## config.mk

```make
export PLATFORM = sky130hd
export DESIGN_NAME = max_heap_priority_queue_flat
export DESIGN_NICKNAME = d
export VERILOG_FILES = /design/src/mhpq_pkg.sv /design/src/mhpq_ifs.sv /design/src/max_heap_priority_queue.sv /design/src/mhpq_dp.sv /design/src/mhpq_ctrl.sv /design/src/flat_wrapper.sv
export SDC_FILE = /design/constraint.sdc
export NUM_CORES = 2
export LEC_CHECK = 0
export ABC_CLOCK_PERIOD_IN_PS = 17900
export BUFFER_PORTS_ARGS = -buffer_cell sky130_fd_sc_hd__buf_2
export CAP_MARGIN = 15
export CORE_AREA = 2 2 294 296
export CTS_BUF_LIST = sky130_fd_sc_hd__clkbuf_16
export DETAILED_ROUTE_END_ITERATION = 6
export DIE_AREA = 0 0 296 298
export PLACE_DENSITY = 0.84
export SLEW_MARGIN = 10
export SYNTH_ARGS = -nofsm -noshare
export SYNTH_HDL_FRONTEND = slang
export SYNTH_SLANG_ARGS = --single-unit
```

## constraint.sdc

```tcl
create_clock -name clk -period 17.9 [get_ports clk]
set_input_delay 0.895 -clock clk [delete_from_list [all_inputs] [get_ports clk]]
set_output_delay 0.895 -clock clk [all_outputs]
set_load 0.05 [all_outputs]
```

## src/mhpq_pkg.sv

```systemverilog
`timescale 1ns / 1ps
// shared constants, codes and controller/datapath bundles for the max-heap queue
// no dependencies

package mhpq_pkg;

  localparam int DEPTH  = 32;
  localparam int ADDR_W = $clog2(DEPTH);
  localparam int CNT_W  = $clog2(DEPTH + 1);
  localparam int KEY_W  = 32;
  localparam int OP_W   = 2;
  localparam int ST_W   = 2;

  localparam logic [OP_W-1:0] OP_INSERT  = 2'd0;
  localparam logic [OP_W-1:0] OP_PEEK    = 2'd1;
  localparam logic [OP_W-1:0] OP_EXTRACT = 2'd2;

  localparam logic [ST_W-1:0] ST_OK    = 2'd0;
  localparam logic [ST_W-1:0] ST_FULL  = 2'd1;
  localparam logic [ST_W-1:0] ST_EMPTY = 2'd2;

  typedef enum logic [1:0] {
    RD_ROOT,
    RD_PARENT,
    RD_CHILD
  } rd_sel_t;

  typedef enum logic [2:0] {
    RES_HOLD,
    RES_ZERO,
    RES_FULL,
    RES_EMPTY,
    RES_ROOT
  } res_sel_t;

  typedef struct packed {
    logic     capture;
    logic     ins_start;
    logic     ext_start;
    logic     up_move;
    logic     dn_move;
    logic     put_key;
    rd_sel_t  rd_sel;
    res_sel_t res;
  } cmd_t;

  typedef struct packed {
    logic [OP_W-1:0] op;
    logic            full;
    logic            empty;
    logic            pos_zero;
    logic            parent_less;
    logic            has_lc;
    logic            child_wins;
  } stat_t;

endpackage

```

## src/mhpq_ifs.sv

```systemverilog
`timescale 1ns / 1ps
// valid/ready channels for requests and responses of the max-heap queue
// depends on mhpq_pkg

interface mhpq_req_if;
  logic                                valid;
  logic                                ready;
  logic [mhpq_pkg::OP_W-1:0]           op;
  logic signed [mhpq_pkg::KEY_W-1:0]   key;

  modport source (output valid, output op, output key, input ready);
  modport sink (input valid, input op, input key, output ready);
endinterface

interface mhpq_rsp_if;
  logic                                valid;
  logic                                ready;
  logic signed [mhpq_pkg::KEY_W-1:0]   value;
  logic [mhpq_pkg::ST_W-1:0]           status;
  logic [mhpq_pkg::CNT_W-1:0]          count;

  modport source (output valid, output value, output status, output count, input ready);
  modport sink (input valid, input value, input status, input count, output ready);
endinterface

```

## src/max_heap_priority_queue.sv

```systemverilog
`timescale 1ns / 1ps
// binary max-heap priority queue on mhpq_pkg, mhpq_ifs, mhpq_ctrl and mhpq_dp
// an insert climbs and an extract descends one level at a time, each level paced by a
// registered read and a write of the key store; one request at a time, the next one
// taken in the cycle after its result loads; reset clears count and control, not the
// key store

module max_heap_priority_queue (
  input logic        clk,
  input logic        rst,
  mhpq_req_if.sink   req,
  mhpq_rsp_if.source rsp
);

  mhpq_pkg::cmd_t                    cmd;
  mhpq_pkg::stat_t                   stat;
  logic                              out_load;
  logic                              out_free;
  logic                              ovalid;
  logic signed [mhpq_pkg::KEY_W-1:0] res_value;
  logic [mhpq_pkg::ST_W-1:0]         res_status;
  logic [mhpq_pkg::CNT_W-1:0]        count;

  assign out_free = !ovalid || rsp.ready;

  mhpq_ctrl u_ctrl (
    .clk       (clk),
    .rst       (rst),
    .req_valid (req.valid),
    .out_free  (out_free),
    .stat      (stat),
    .req_ready (req.ready),
    .out_load  (out_load),
    .cmd       (cmd)
  );

  mhpq_dp u_dp (
    .clk        (clk),
    .rst        (rst),
    .cmd        (cmd),
    .in_op      (req.op),
    .in_key     (req.key),
    .stat       (stat),
    .res_value  (res_value),
    .res_status (res_status),
    .count      (count)
  );

  // output register
  always_ff @(posedge clk) begin
    if (rst) begin
      ovalid <= 1'b0;
    end else if (out_load) begin
      ovalid <= 1'b1;
    end else if (rsp.ready) begin
      ovalid <= 1'b0;
    end
  end

  always_ff @(posedge clk) begin
    if (out_load) begin
      rsp.value  <= res_value;
      rsp.status <= res_status;
      rsp.count  <= count;
    end
  end

  assign rsp.valid = ovalid;

  a_one_at_a_time: assert property (@(posedge clk) disable iff (rst)
    req.valid && req.ready |=> !req.ready)
    else $error("request taken while another is in flight");

  a_empty_result: assert property (@(posedge clk) disable iff (rst)
    rsp.valid && rsp.status == mhpq_pkg::ST_EMPTY |-> rsp.value == '1 && rsp.count == '0)
    else $error("empty response with wrong value or count");

  a_full_result: assert property (@(posedge clk) disable iff (rst)
    rsp.valid && rsp.status == mhpq_pkg::ST_FULL
      |-> rsp.count == mhpq_pkg::CNT_W'(mhpq_pkg::DEPTH))
    else $error("full response while heap not full");

  a_count_range: assert property (@(posedge clk) disable iff (rst)
    count <= mhpq_pkg::CNT_W'(mhpq_pkg::DEPTH))
    else $error("entry count beyond depth");

endmodule

```

## src/mhpq_dp.sv

```systemverilog
`timescale 1ns / 1ps
// heap datapath: key store, moving key, slot pointer, entry count and result
// depends on mhpq_pkg

module mhpq_dp (
  input  logic                               clk,
  input  logic                               rst,
  input  mhpq_pkg::cmd_t                     cmd,
  input  logic [mhpq_pkg::OP_W-1:0]          in_op,
  input  logic signed [mhpq_pkg::KEY_W-1:0]  in_key,
  output mhpq_pkg::stat_t                    stat,
  output logic signed [mhpq_pkg::KEY_W-1:0]  res_value,
  output logic [mhpq_pkg::ST_W-1:0]          res_status,
  output logic [mhpq_pkg::CNT_W-1:0]         count
);

  localparam int IDX_W = mhpq_pkg::ADDR_W + 2;

  logic signed [mhpq_pkg::KEY_W-1:0] key_store [mhpq_pkg::DEPTH];
  logic signed [mhpq_pkg::KEY_W-1:0] rd_a;
  logic signed [mhpq_pkg::KEY_W-1:0] rd_b;
  logic signed [mhpq_pkg::KEY_W-1:0] key_r;
  logic [mhpq_pkg::OP_W-1:0]         op_r;
  logic [mhpq_pkg::ADDR_W-1:0]       pos;

  logic [mhpq_pkg::ADDR_W-1:0]       parent;
  logic [mhpq_pkg::ADDR_W-1:0]       last;
  logic [IDX_W-1:0]                  lc;
  logic [IDX_W-1:0]                  rc;
  logic [IDX_W-1:0]                  cnt_x;
  logic                              has_rc;
  logic                              pick_rc;
  logic signed [mhpq_pkg::KEY_W-1:0] best_val;
  logic [IDX_W-1:0]                  best_idx;
  logic [mhpq_pkg::ADDR_W-1:0]       addr_a;
  logic [mhpq_pkg::ADDR_W-1:0]       addr_b;
  logic                              wr_en;
  logic signed [mhpq_pkg::KEY_W-1:0] wr_data;

  assign parent   = mhpq_pkg::ADDR_W'(pos - 1'b1) >> 1;
  assign last     = mhpq_pkg::ADDR_W'(count - 1'b1);
  assign lc       = IDX_W'({pos, 1'b1});
  assign rc       = lc + 1'b1;
  assign cnt_x    = IDX_W'(count);
  assign has_rc   = rc < cnt_x;
  // left child wins a tie
  assign pick_rc  = has_rc && (rd_b > rd_a);
  assign best_val = pick_rc ? rd_b : rd_a;
  assign best_idx = pick_rc ? rc : lc;

  always_comb begin
    case (cmd.rd_sel)
      mhpq_pkg::RD_PARENT: begin
        addr_a = parent;
        addr_b = last;
      end
      mhpq_pkg::RD_CHILD: begin
        addr_a = lc[mhpq_pkg::ADDR_W-1:0];
        addr_b = rc[mhpq_pkg::ADDR_W-1:0];
      end
      default: begin
        addr_a = '0;
        addr_b = last;
      end
    endcase
  end

  assign wr_en   = cmd.up_move | cmd.dn_move | cmd.put_key;
  assign wr_data = cmd.up_move ? rd_a : (cmd.dn_move ? best_val : key_r);

  always_ff @(posedge clk) begin
    if (wr_en) begin
      key_store[pos] <= wr_data;
    end
    rd_a <= key_store[addr_a];
    rd_b <= key_store[addr_b];
  end

  always_ff @(posedge clk) begin
    if (rst) begin
      count <= '0;
    end else if (cmd.ins_start) begin
      count <= count + 1'b1;
    end else if (cmd.ext_start) begin
      count <= count - 1'b1;
    end
  end

  always_ff @(posedge clk) begin
    if (cmd.capture) begin
      op_r  <= in_op;
      key_r <= in_key;
    end else if (cmd.ext_start) begin
      key_r <= rd_b;
    end
    if (cmd.ins_start) begin
      pos <= mhpq_pkg::ADDR_W'(count);
    end else if (cmd.ext_start) begin
      pos <= '0;
    end else if (cmd.up_move) begin
      pos <= parent;
    end else if (cmd.dn_move) begin
      pos <= best_idx[mhpq_pkg::ADDR_W-1:0];
    end
    case (cmd.res)
      mhpq_pkg::RES_ZERO: begin
        res_value  <= '0;
        res_status <= mhpq_pkg::ST_OK;
      end
      mhpq_pkg::RES_FULL: begin
        res_value  <= '0;
        res_status <= mhpq_pkg::ST_FULL;
      end
      mhpq_pkg::RES_EMPTY: begin
        res_value  <= '1;
        res_status <= mhpq_pkg::ST_EMPTY;
      end
      mhpq_pkg::RES_ROOT: begin
        res_value  <= rd_a;
        res_status <= mhpq_pkg::ST_OK;
      end
      default: ;
    endcase
  end

  assign stat.op          = op_r;
  assign stat.full        = count == mhpq_pkg::CNT_W'(mhpq_pkg::DEPTH);
  assign stat.empty       = count == '0;
  assign stat.pos_zero    = pos == '0;
  assign stat.parent_less = rd_a < key_r;
  assign stat.has_lc      = lc < cnt_x;
  assign stat.child_wins  = best_val > key_r;

endmodule

```

## src/mhpq_ctrl.sv

```systemverilog
`timescale 1ns / 1ps
// controller for the max-heap queue: dispatch, sift-up and sift-down sequencing
// depends on mhpq_pkg

module mhpq_ctrl (
  input  logic            clk,
  input  logic            rst,
  input  logic            req_valid,
  input  logic            out_free,
  input  mhpq_pkg::stat_t stat,
  output logic            req_ready,
  output logic            out_load,
  output mhpq_pkg::cmd_t  cmd
);

  typedef enum logic [3:0] {
    S_IDLE,
    S_DISPATCH,
    S_UP_RD,
    S_UP_CMP,
    S_ROOT_RD,
    S_ROOT_TAKE,
    S_DN_RD,
    S_DN_CMP,
    S_RESP
  } state_t;

  state_t state;
  state_t state_next;

  assign req_ready = state == S_IDLE;

  always_comb begin
    cmd        = '0;
    cmd.rd_sel = mhpq_pkg::RD_ROOT;
    cmd.res    = mhpq_pkg::RES_HOLD;
    out_load   = 1'b0;
    state_next = state;
    case (state)
      S_IDLE: begin
        if (req_valid) begin
          cmd.capture = 1'b1;
          state_next  = S_DISPATCH;
        end
      end
      S_DISPATCH: begin
        if (stat.op == mhpq_pkg::OP_INSERT) begin
          if (stat.full) begin
            cmd.res    = mhpq_pkg::RES_FULL;
            state_next = S_RESP;
          end else begin
            cmd.ins_start = 1'b1;
            cmd.res       = mhpq_pkg::RES_ZERO;
            state_next    = S_UP_RD;
          end
        end else if (stat.op inside {mhpq_pkg::OP_PEEK, mhpq_pkg::OP_EXTRACT}) begin
          if (stat.empty) begin
            cmd.res    = mhpq_pkg::RES_EMPTY;
            state_next = S_RESP;
          end else begin
            state_next = S_ROOT_RD;
          end
        end else begin
          cmd.res    = mhpq_pkg::RES_ZERO;
          state_next = S_RESP;
        end
      end
      S_UP_RD: begin
        if (stat.pos_zero) begin
          cmd.put_key = 1'b1;
          state_next  = S_RESP;
        end else begin
          cmd.rd_sel = mhpq_pkg::RD_PARENT;
          state_next = S_UP_CMP;
        end
      end
      S_UP_CMP: begin
        if (stat.parent_less) begin
          cmd.up_move = 1'b1;
          state_next  = S_UP_RD;
        end else begin
          cmd.put_key = 1'b1;
          state_next  = S_RESP;
        end
      end
      S_ROOT_RD: begin
        // root on port a, last entry on port b
        state_next = S_ROOT_TAKE;
      end
      S_ROOT_TAKE: begin
        cmd.res = mhpq_pkg::RES_ROOT;
        if (stat.op == mhpq_pkg::OP_EXTRACT) begin
          cmd.ext_start = 1'b1;
          state_next    = S_DN_RD;
        end else begin
          state_next = S_RESP;
        end
      end
      S_DN_RD: begin
        if (stat.has_lc) begin
          cmd.rd_sel = mhpq_pkg::RD_CHILD;
          state_next = S_DN_CMP;
        end else begin
          cmd.put_key = 1'b1;
          state_next  = S_RESP;
        end
      end
      S_DN_CMP: begin
        cmd.rd_sel = mhpq_pkg::RD_CHILD;
        if (stat.child_wins) begin
          cmd.dn_move = 1'b1;
          state_next  = S_DN_RD;
        end else begin
          cmd.put_key = 1'b1;
          state_next  = S_RESP;
        end
      end
      S_RESP: begin
        if (out_free) begin
          out_load   = 1'b1;
          state_next = S_IDLE;
        end
      end
      default: begin
        state_next = S_IDLE;
      end
    endcase
  end

  always_ff @(posedge clk) begin
    if (rst) begin
      state <= S_IDLE;
    end else begin
      state <= state_next;
    end
  end

endmodule
```

## src/flat_wrapper.sv

```systemverilog
// flat-port wrapper written by rule: the top's interface ports become plain ports
module max_heap_priority_queue_flat 
  (clk, rst, req_valid, req_op, req_key, req_ready, rsp_valid, rsp_value, rsp_status, rsp_count, rsp_ready);
  mhpq_req_if req_i ();
  mhpq_rsp_if rsp_i ();
  input logic clk;
  input logic rst;
  input wire logic [$bits(req_i.valid)-1:0] req_valid;
  input wire logic [$bits(req_i.op)-1:0] req_op;
  input wire logic [$bits(req_i.key)-1:0] req_key;
  output wire logic [$bits(req_i.ready)-1:0] req_ready;
  output wire logic [$bits(rsp_i.valid)-1:0] rsp_valid;
  output wire logic [$bits(rsp_i.value)-1:0] rsp_value;
  output wire logic [$bits(rsp_i.status)-1:0] rsp_status;
  output wire logic [$bits(rsp_i.count)-1:0] rsp_count;
  input wire logic [$bits(rsp_i.ready)-1:0] rsp_ready;
  assign req_i.valid = req_valid;
  assign req_i.op = req_op;
  assign req_i.key = req_key;
  assign req_ready = req_i.ready;
  assign rsp_valid = rsp_i.valid;
  assign rsp_value = rsp_i.value;
  assign rsp_status = rsp_i.status;
  assign rsp_count = rsp_i.count;
  assign rsp_i.ready = rsp_ready;
  max_heap_priority_queue u_core (.clk(clk), .rst(rst), .req(req_i), .rsp(rsp_i));
endmodule
```

== Word level (Yosys, flattened, before mapping) ==
Memories as Yosys holds them, arrays and structs flattened. A register that Yosys moved wholly into a read port is not among the register bits.
Cells that the tools add are included.
Widths: inputs -> output; s select.
Word-level totals
  memories kept: 1
  latch bits: 0
  RAM bits: 1024
  flip-flop bits (word level): 124
  memory bits (read-only): 0
  logic and storage cells: 117
Memory list
  u_core.u_dp.key_store: depth 32, bits a word 32, rd ports 2, clocked after Yosys merged registers in 2, wr ports 1, line mhpq_dp.sv:19  | logic signed [mhpq_pkg::KEY_W-1:0] key_store [mhpq_pkg::DEPTH];
Cells by class
  equal/unequal tests: 19
  shifts and indexed selects: 0
  muxes and demuxes: 58
  $lt $le $gt $ge: 5
  div/mod/pow operators: 0
  reduce and logical (&&, ||, !) cells: 17
  bitwise gates (word level): 2
  add/sub/neg operators: 4
  multiply operators: 0
Operators by type and width (count)
  $mux 32: 5
  $pmux 32 s3: 1
  $gt 32x32->1: 2
  $mux 4: 11
  $pmux 4 s9: 1
  $lt 32x32->1: 1
  $mux 5: 6
  $mux 1: 22
  $eq 4x3->1 const B: 4
  $mux 6: 2
  $pmux 2 s3: 2
  $pmux 5 s2: 1
  $eq 4x2->1 const B: 2
  $reduce_bool 2->1: 4
  $add 6x1->7 const B: 1
  $lt 7x6->1: 1
  $add 6x1->6 const B: 1
  $eq 3x2->1 const B: 2
  $eq 6x6->1 const B: 1
  $logic_not 6->1: 1
  $lt 6x6->1: 1
  $mux 2: 3
  $mux 3: 2
  $pmux 3 s2: 1
  22 further kinds: 27

== Longest topological paths before layout ==
  depth in word-level cells: 11
  gate-level depth with buffers: 24
  depth with buffers taken out: 19

== By module ==
From an unflattened synthesis, not the netlist that was laid out.
Second synthesis, totals
  cells, all modules: 3536
  area total of the unflattened synthesis: 57701.6 sq um
Modules (own cells, without submodules)
  mhpq_dp: area each 55996.2 sq um, cells an instance 3431, instances 1
  max_heap_priority_queue: area each 1247.4 sq um, cells an instance 44, instances 1
  mhpq_ctrl: area each 457.9 sq um, cells an instance 61, instances 1

== Worst setup path before layout ==
No wires, ideal clock.
  path kind: reg-to-reg
  from: register u_core.u_dp.pos[3] (netlist name)
  to: memory u_core.u_dp.key_store[0][31] (netlist name), data pin
  data arrival time: 6227 ps
  slack: 11057 ps
  path buffers: 4
  required time: 17285 ps
  period minus slack after synthesis: 6843 ps
  cell stages (with the launch flop): 20
  cells stage by stage: edfxtp_1 -> clkbuf_1 -> clkbuf_1 -> nand3_1 -> xnor2_1 -> ha_1 -> o21ai_0 -> a31oi_1 -> a311o_1 -> a31o_2 -> buf_2 -> buf_2 -> mux2_2 -> ha_1 -> a21o_1 -> nand3_1 -> a2111oi_0 -> or4_1 -> o211a_2 -> o311ai_0
On the way
  word-level cells in the longest chain between the ends: 9
Ends and longest elaborated chain
  from (decl): line mhpq_dp.sv:24  | logic [mhpq_pkg::ADDR_W-1:0] pos;
  from (signal assigned): line mhpq_dp.sv:97  | pos <= mhpq_pkg::ADDR_W'(count);
  from (signal assigned): line mhpq_dp.sv:101  | pos <= parent;
  from (signal assigned): line mhpq_dp.sv:103  | pos <= best_idx[mhpq_pkg::ADDR_W-1:0];
  $add 6x1->7 *: line mhpq_dp.sv:43  | assign rc = lc + 1'b1;
  $lt 7x6->1 *: line mhpq_dp.sv:45  | assign has_rc = rc < cnt_x;
  $logic_and 1x1->1 *: line mhpq_dp.sv:47  | assign pick_rc = has_rc && (rd_b > rd_a);
  $mux 32 *: line mhpq_dp.sv:48  | assign best_val = pick_rc ? rd_b : rd_a;
  $gt 32x32->1: line mhpq_dp.sv:132  | assign stat.child_wins = best_val > key_r;
  $mux 1: line mhpq_ctrl.sv:110  | if (stat.child_wins) begin
  $mux 1: line mhpq_ctrl.sv:39  | case (state)
  $mux 32 * (2 in series): line mhpq_dp.sv:69  | assign wr_data = cmd.up_move ? rd_a : (cmd.dn_move ? best_val : key_r);
  net u_core.u_dp.wr_data (one bit): line mhpq_dp.sv:38  | logic signed [mhpq_pkg::KEY_W-1:0] wr_data;
  to (decl): line mhpq_dp.sv:19
Mark *: on every way through the listed nets, which the timed path passes. The rest lies on a longest branch.

== Final worst setup path ==
  from: register u_core.u_dp.pos[2] (netlist name)
  to: memory u_core.u_dp.key_store[7][0] (netlist name), data pin
Same word-level chain as after synthesis.

==> summary.txt <==
Outcome
  – Outcome: complete, but fails checks
  – Failing checks: DRC

Yosys
  – Yosys synthesis warning count: 0
  – Post-Syn Instances: 3190
  – Post-synthesis sequential area ratio: 62.22%
  – Count leader, synth: edfxtp_1
  – Mapped cell area: 0.05729 mm²
  – Main combinational cell family by area after synthesis: multiplexers
  – Syn_area_per_cell: 17.96 µm²
  – Synth Register Bits: 1212
  – Number of flops mapped to enable cells by yosys: 1137
  – Dominant cells by area after synthesis: edfxtp_1, mux4_2, dfxtp_1
  – Fraction of registers with async set/reset: 0%
  – Simple-Gate Fraction of Synth Area: 2.817%
  – Synth cell count leaders: edfxtp_1, mux4_2, nand2_1
  – Post-synth cell types: 75
  – Xor/xnor share of the synthesized area: 0.2293%
  – Synth Area in Compound Gates: 5.301%
  – Mapped Nets: 3344
  – Post-synthesis mux area share: 24.46%
  – Ys flop type: edfxtp_1
  – Top cell type's share of synthesized area: 59.60%
  – Largest area contributor in the netlist: edfxtp_1
  – Synth Area in Adders: 2.533%

STA
  – Setup-failing EPs final: 0
  – Fin. max-slew vios: 0
  – Max-slew headroom: 20.88%
  – Worst slew pin tran: 1186 ps
  – Final Skew: 36.64 ps
  – Fin Hold WS: 344.9 ps
  – Fin Setup TNS: 0 ps
  – Final period utilization: 43.68%
  – Min cycle time layout: 7818 ps
  – Final hold vios: 0
  – RSZ-0062 raised after global routing: no
  – Fmax: 0.1279 GHz
  – Final WS setup: 10080 ps

Critical path
  – Kind of end point of the critical path: register
  – Critical Path Start: u_core.u_dp.pos[2]$_DFFE_PP_
  – CP Cell Sequence: nand3_1 > xnor2_1 > ha_1 > o21ai_0 > a31oi_1 > a311o_1 > a31o_2 > buf_4 > mux2_2 > ha_1 > nand4_1 > or4_1 > a31oi_1 > o211a_4 > buf_4 > nor2b_2 > buf_4 > a221o_1
  – CP Data Required Time: 18280 ps
  – Crit path to: u_core.u_dp.key_store[7][0]$_DFFE_PP_
  – CP Max Fanout: 41
  – Worst r2r dst: u_core.u_dp.key_store[7][0]$_DFFE_PP_
  – Slowest cell on crit path: a221o_1
  – R2R Path Start: u_core.u_dp.pos[2]$_DFFE_PP_
  – Startpoint types: register
  – Reg2reg setup slack: 10080 ps
  – Cell mode on critical path: buf_4
  – R2R cell count: 18
  – Crit path kind: reg -> reg
  – Worst path arrival time: 8200 ps
  – Critical path's largest stage delay: 1010 ps

Final layout
  – Area grow syn2layout: 11.24%
  – Layout cells sized above 1: 32.62%
  – Nets: 3430
  – Layout fillers: 4646
  – Final core utilization: 75.08%
  – Post-route cell area: 0.06373 mm²

Place
  – RD Place Congestion: 0.9760
  – Placement Cell Area: 0.05953 mm²
  – Worst slack at placement: 10370 ps
  – Port bufs: 79
  – Post-detail-place hpwl: 98.95 mm

Global routing
  – Gr usage total: 40.63%
  – Vias in the first global route: 35657
  – Initial antenna violation count: 3
  – Global-route wire length before repair: 251.3 mm
  – Largest net degree at the start of global routing: 107
  – Global route overflow: 0

Die
  – Die area: 0.08821 mm²
  – Initial Util: 67.50%
  – Std cell rows: 107
  – # IOs: 80
  – Core area: 0.08488 mm²
  – Die W: 296 µm
  – Die height: 298 µm

Detailed routing
  – DRC: 11
  – Starting DRT DRC Count: 5645
  – Drt via density: 7.936
  – Total number of vias: 35917
  – Routed wire length: 176.5 mm
  – Initial DRT Pass Iterations: 7
  – ANT nets after route: 0
  – DR WL/cell: 38.99 µm

Clock tree
  – CTS resizes: 0
  – CTS Hold Bufs: 0
  – H-tree Lvls: 3
  – Clock Latency Late Sink: 750 ps
  – Clock transition at the registers of the reported paths: 60 ps
  – Clock Tree Buf Depth: 3
  – Post-CTS setup buffers: 0
  – Clock root cell: clkbuf_16
  – CTS tree: yes
  – Total CTS buffers: 118
  – Clk sink count: 1212

Min path
  – Hold Crit Class: in -> reg

Flow run
  – # Max-Cap Violations: 0

Pwr
  – Power Dens Cells: 105.4 mW/mm²
  – Peak supply drop: 0.08663 mV
  – Leakage: 21.33 nW
[metal layers]
metal	global-route usage (%)	up-vias	share of wire [%]
met5	0	-	0.013
met2	59.19	3481	45
li1	-	13525	-
met4	26.49	4	7.9
met3	11.33	766	15
met1	54.52	18141	32
[cells by family after synthesis]
kind of cell,count (synthesis)
multiplexers,740
AO/OA/AOI/OAI,438
flip-flops,1212
AND/OR/NAND/NOR,361
buffers and inverters,308
XOR/XNOR,15
adder cells (fa/ha/maj),116
[cell type report]
type / count / area (µm²) / area share (%)
clock buffers: 120 / 3003 / 4.712
repair buffers: 185 / 1404 / 2.203
clock inverters: 105 / 884.6 / 1.388
multi-input cells: 1670 / 21030 / 32.99
inverters: 89 / 334.1 / 0.5242
flip-flops and latches: 1212 / 35640 / 55.93
diodes: 1 / 2.502 / 0.003927
well taps: 1144 / 1431 / 2.246
[metrics by stage]
stage	total power [mW]	std cells
3_5_place_dp	4.218	4280
5_1_grt	6.874	4525
2_1_floorplan	3.939	3190
3_3_place_gp	4.184	4279
6_report	6.716	4526
4_1_cts	6.662	4505
[placed cells by master (no fill, tap or decap), drive strengths merged, types with 11 or more instances in the layout]
| cell type | netlist | routed |
|---|---|---|
| o21ai | 53 | 53 |
| buf | 133 | 185 |
| inv | 89 | 125 |
| nand4 | 21 | 21 |
| dfxtp | 75 | 75 |
| clkinv | 0 | 50 |
| o22a | 19 | 19 |
| o211ai | 37 | 37 |
| nand2 | 158 | 158 |
| xnor2 | 11 | 11 |
| o22ai | 94 | 94 |
| a21oi | 86 | 86 |
| clkbuf | 86 | 120 |
| a21o | 48 | 48 |
| o311ai | 33 | 33 |
| a221oi | 20 | 20 |
| nor2 | 99 | 99 |
| nand3 | 28 | 28 |
| bufinv | 0 | 12 |
| mux4 | 514 | 514 |
| mux2i | 86 | 86 |
| ha | 116 | 116 |
| mux2 | 140 | 140 |
| edfxtp | 1137 | 1137 |
[worst max-delay path, delay by kind of cell, from the launching register on]
kind                     cells  cell delay, ps
AO/OA/AOI/OAI                7            2410
XOR/XNOR                     1             320
adder cells (fa/ha/maj)      2             530
buffers and inverters        3            1500
flip-flops                   1             780
multiplexers                 1             410
AND/OR/NAND/NOR              4            1460
[report_power, final]
part | total (mW) | internal (mW) | switching, mW
logic | 0.862 | 0.333 | 0.529
registers | 3.35 | 3.29 | 0.0601
clock network | 2.50 | 1.40 | 1.10
[sequential cells by signal (all words and copies together), names as in the netlist, 4 cells and up]
signal,flops
u_core.u_dp.count,6
u_core.u_dp.res_value,32
u_core.u_dp.pos,5
u_core.u_ctrl.state,4
u_core.u_dp.key_store,1024
u_core.rsp.count,6
u_core.u_dp.rd_b,32
u_core.rsp.value,32
u_core.u_dp.key_r,32
u_core.u_dp.rd_a,32
[worst min path at each step]
stage / start / to / slack [ps] / cells after the start
6_report: req_op[0] / u_core.u_dp.op_r[0]$_DFFE_PP_ / 340 / 1
5_1_grt: req_op[0] / u_core.u_dp.op_r[0]$_DFFE_PP_ / 340 / 1
4_1_cts: req_op[0] / u_core.u_dp.op_r[0]$_DFFE_PP_ / 340 / 1
3_5_place_dp: u_core.u_dp.res_value[30]$_DFFE_PP_ / u_core.rsp.value[30]$_DFFE_PP_ / 410 / 0
3_3_place_gp: u_core.u_dp.res_value[6]$_DFFE_PP_ / u_core.rsp.value[6]$_DFFE_PP_ / 400 / 0
2_1_floorplan: u_core.u_dp.res_status[0]$_DFFE_PP_ / u_core.rsp.status[0]$_DFFE_PP_ / 400 / 0
No activity file was read; power rests on OpenSTA's default activity.
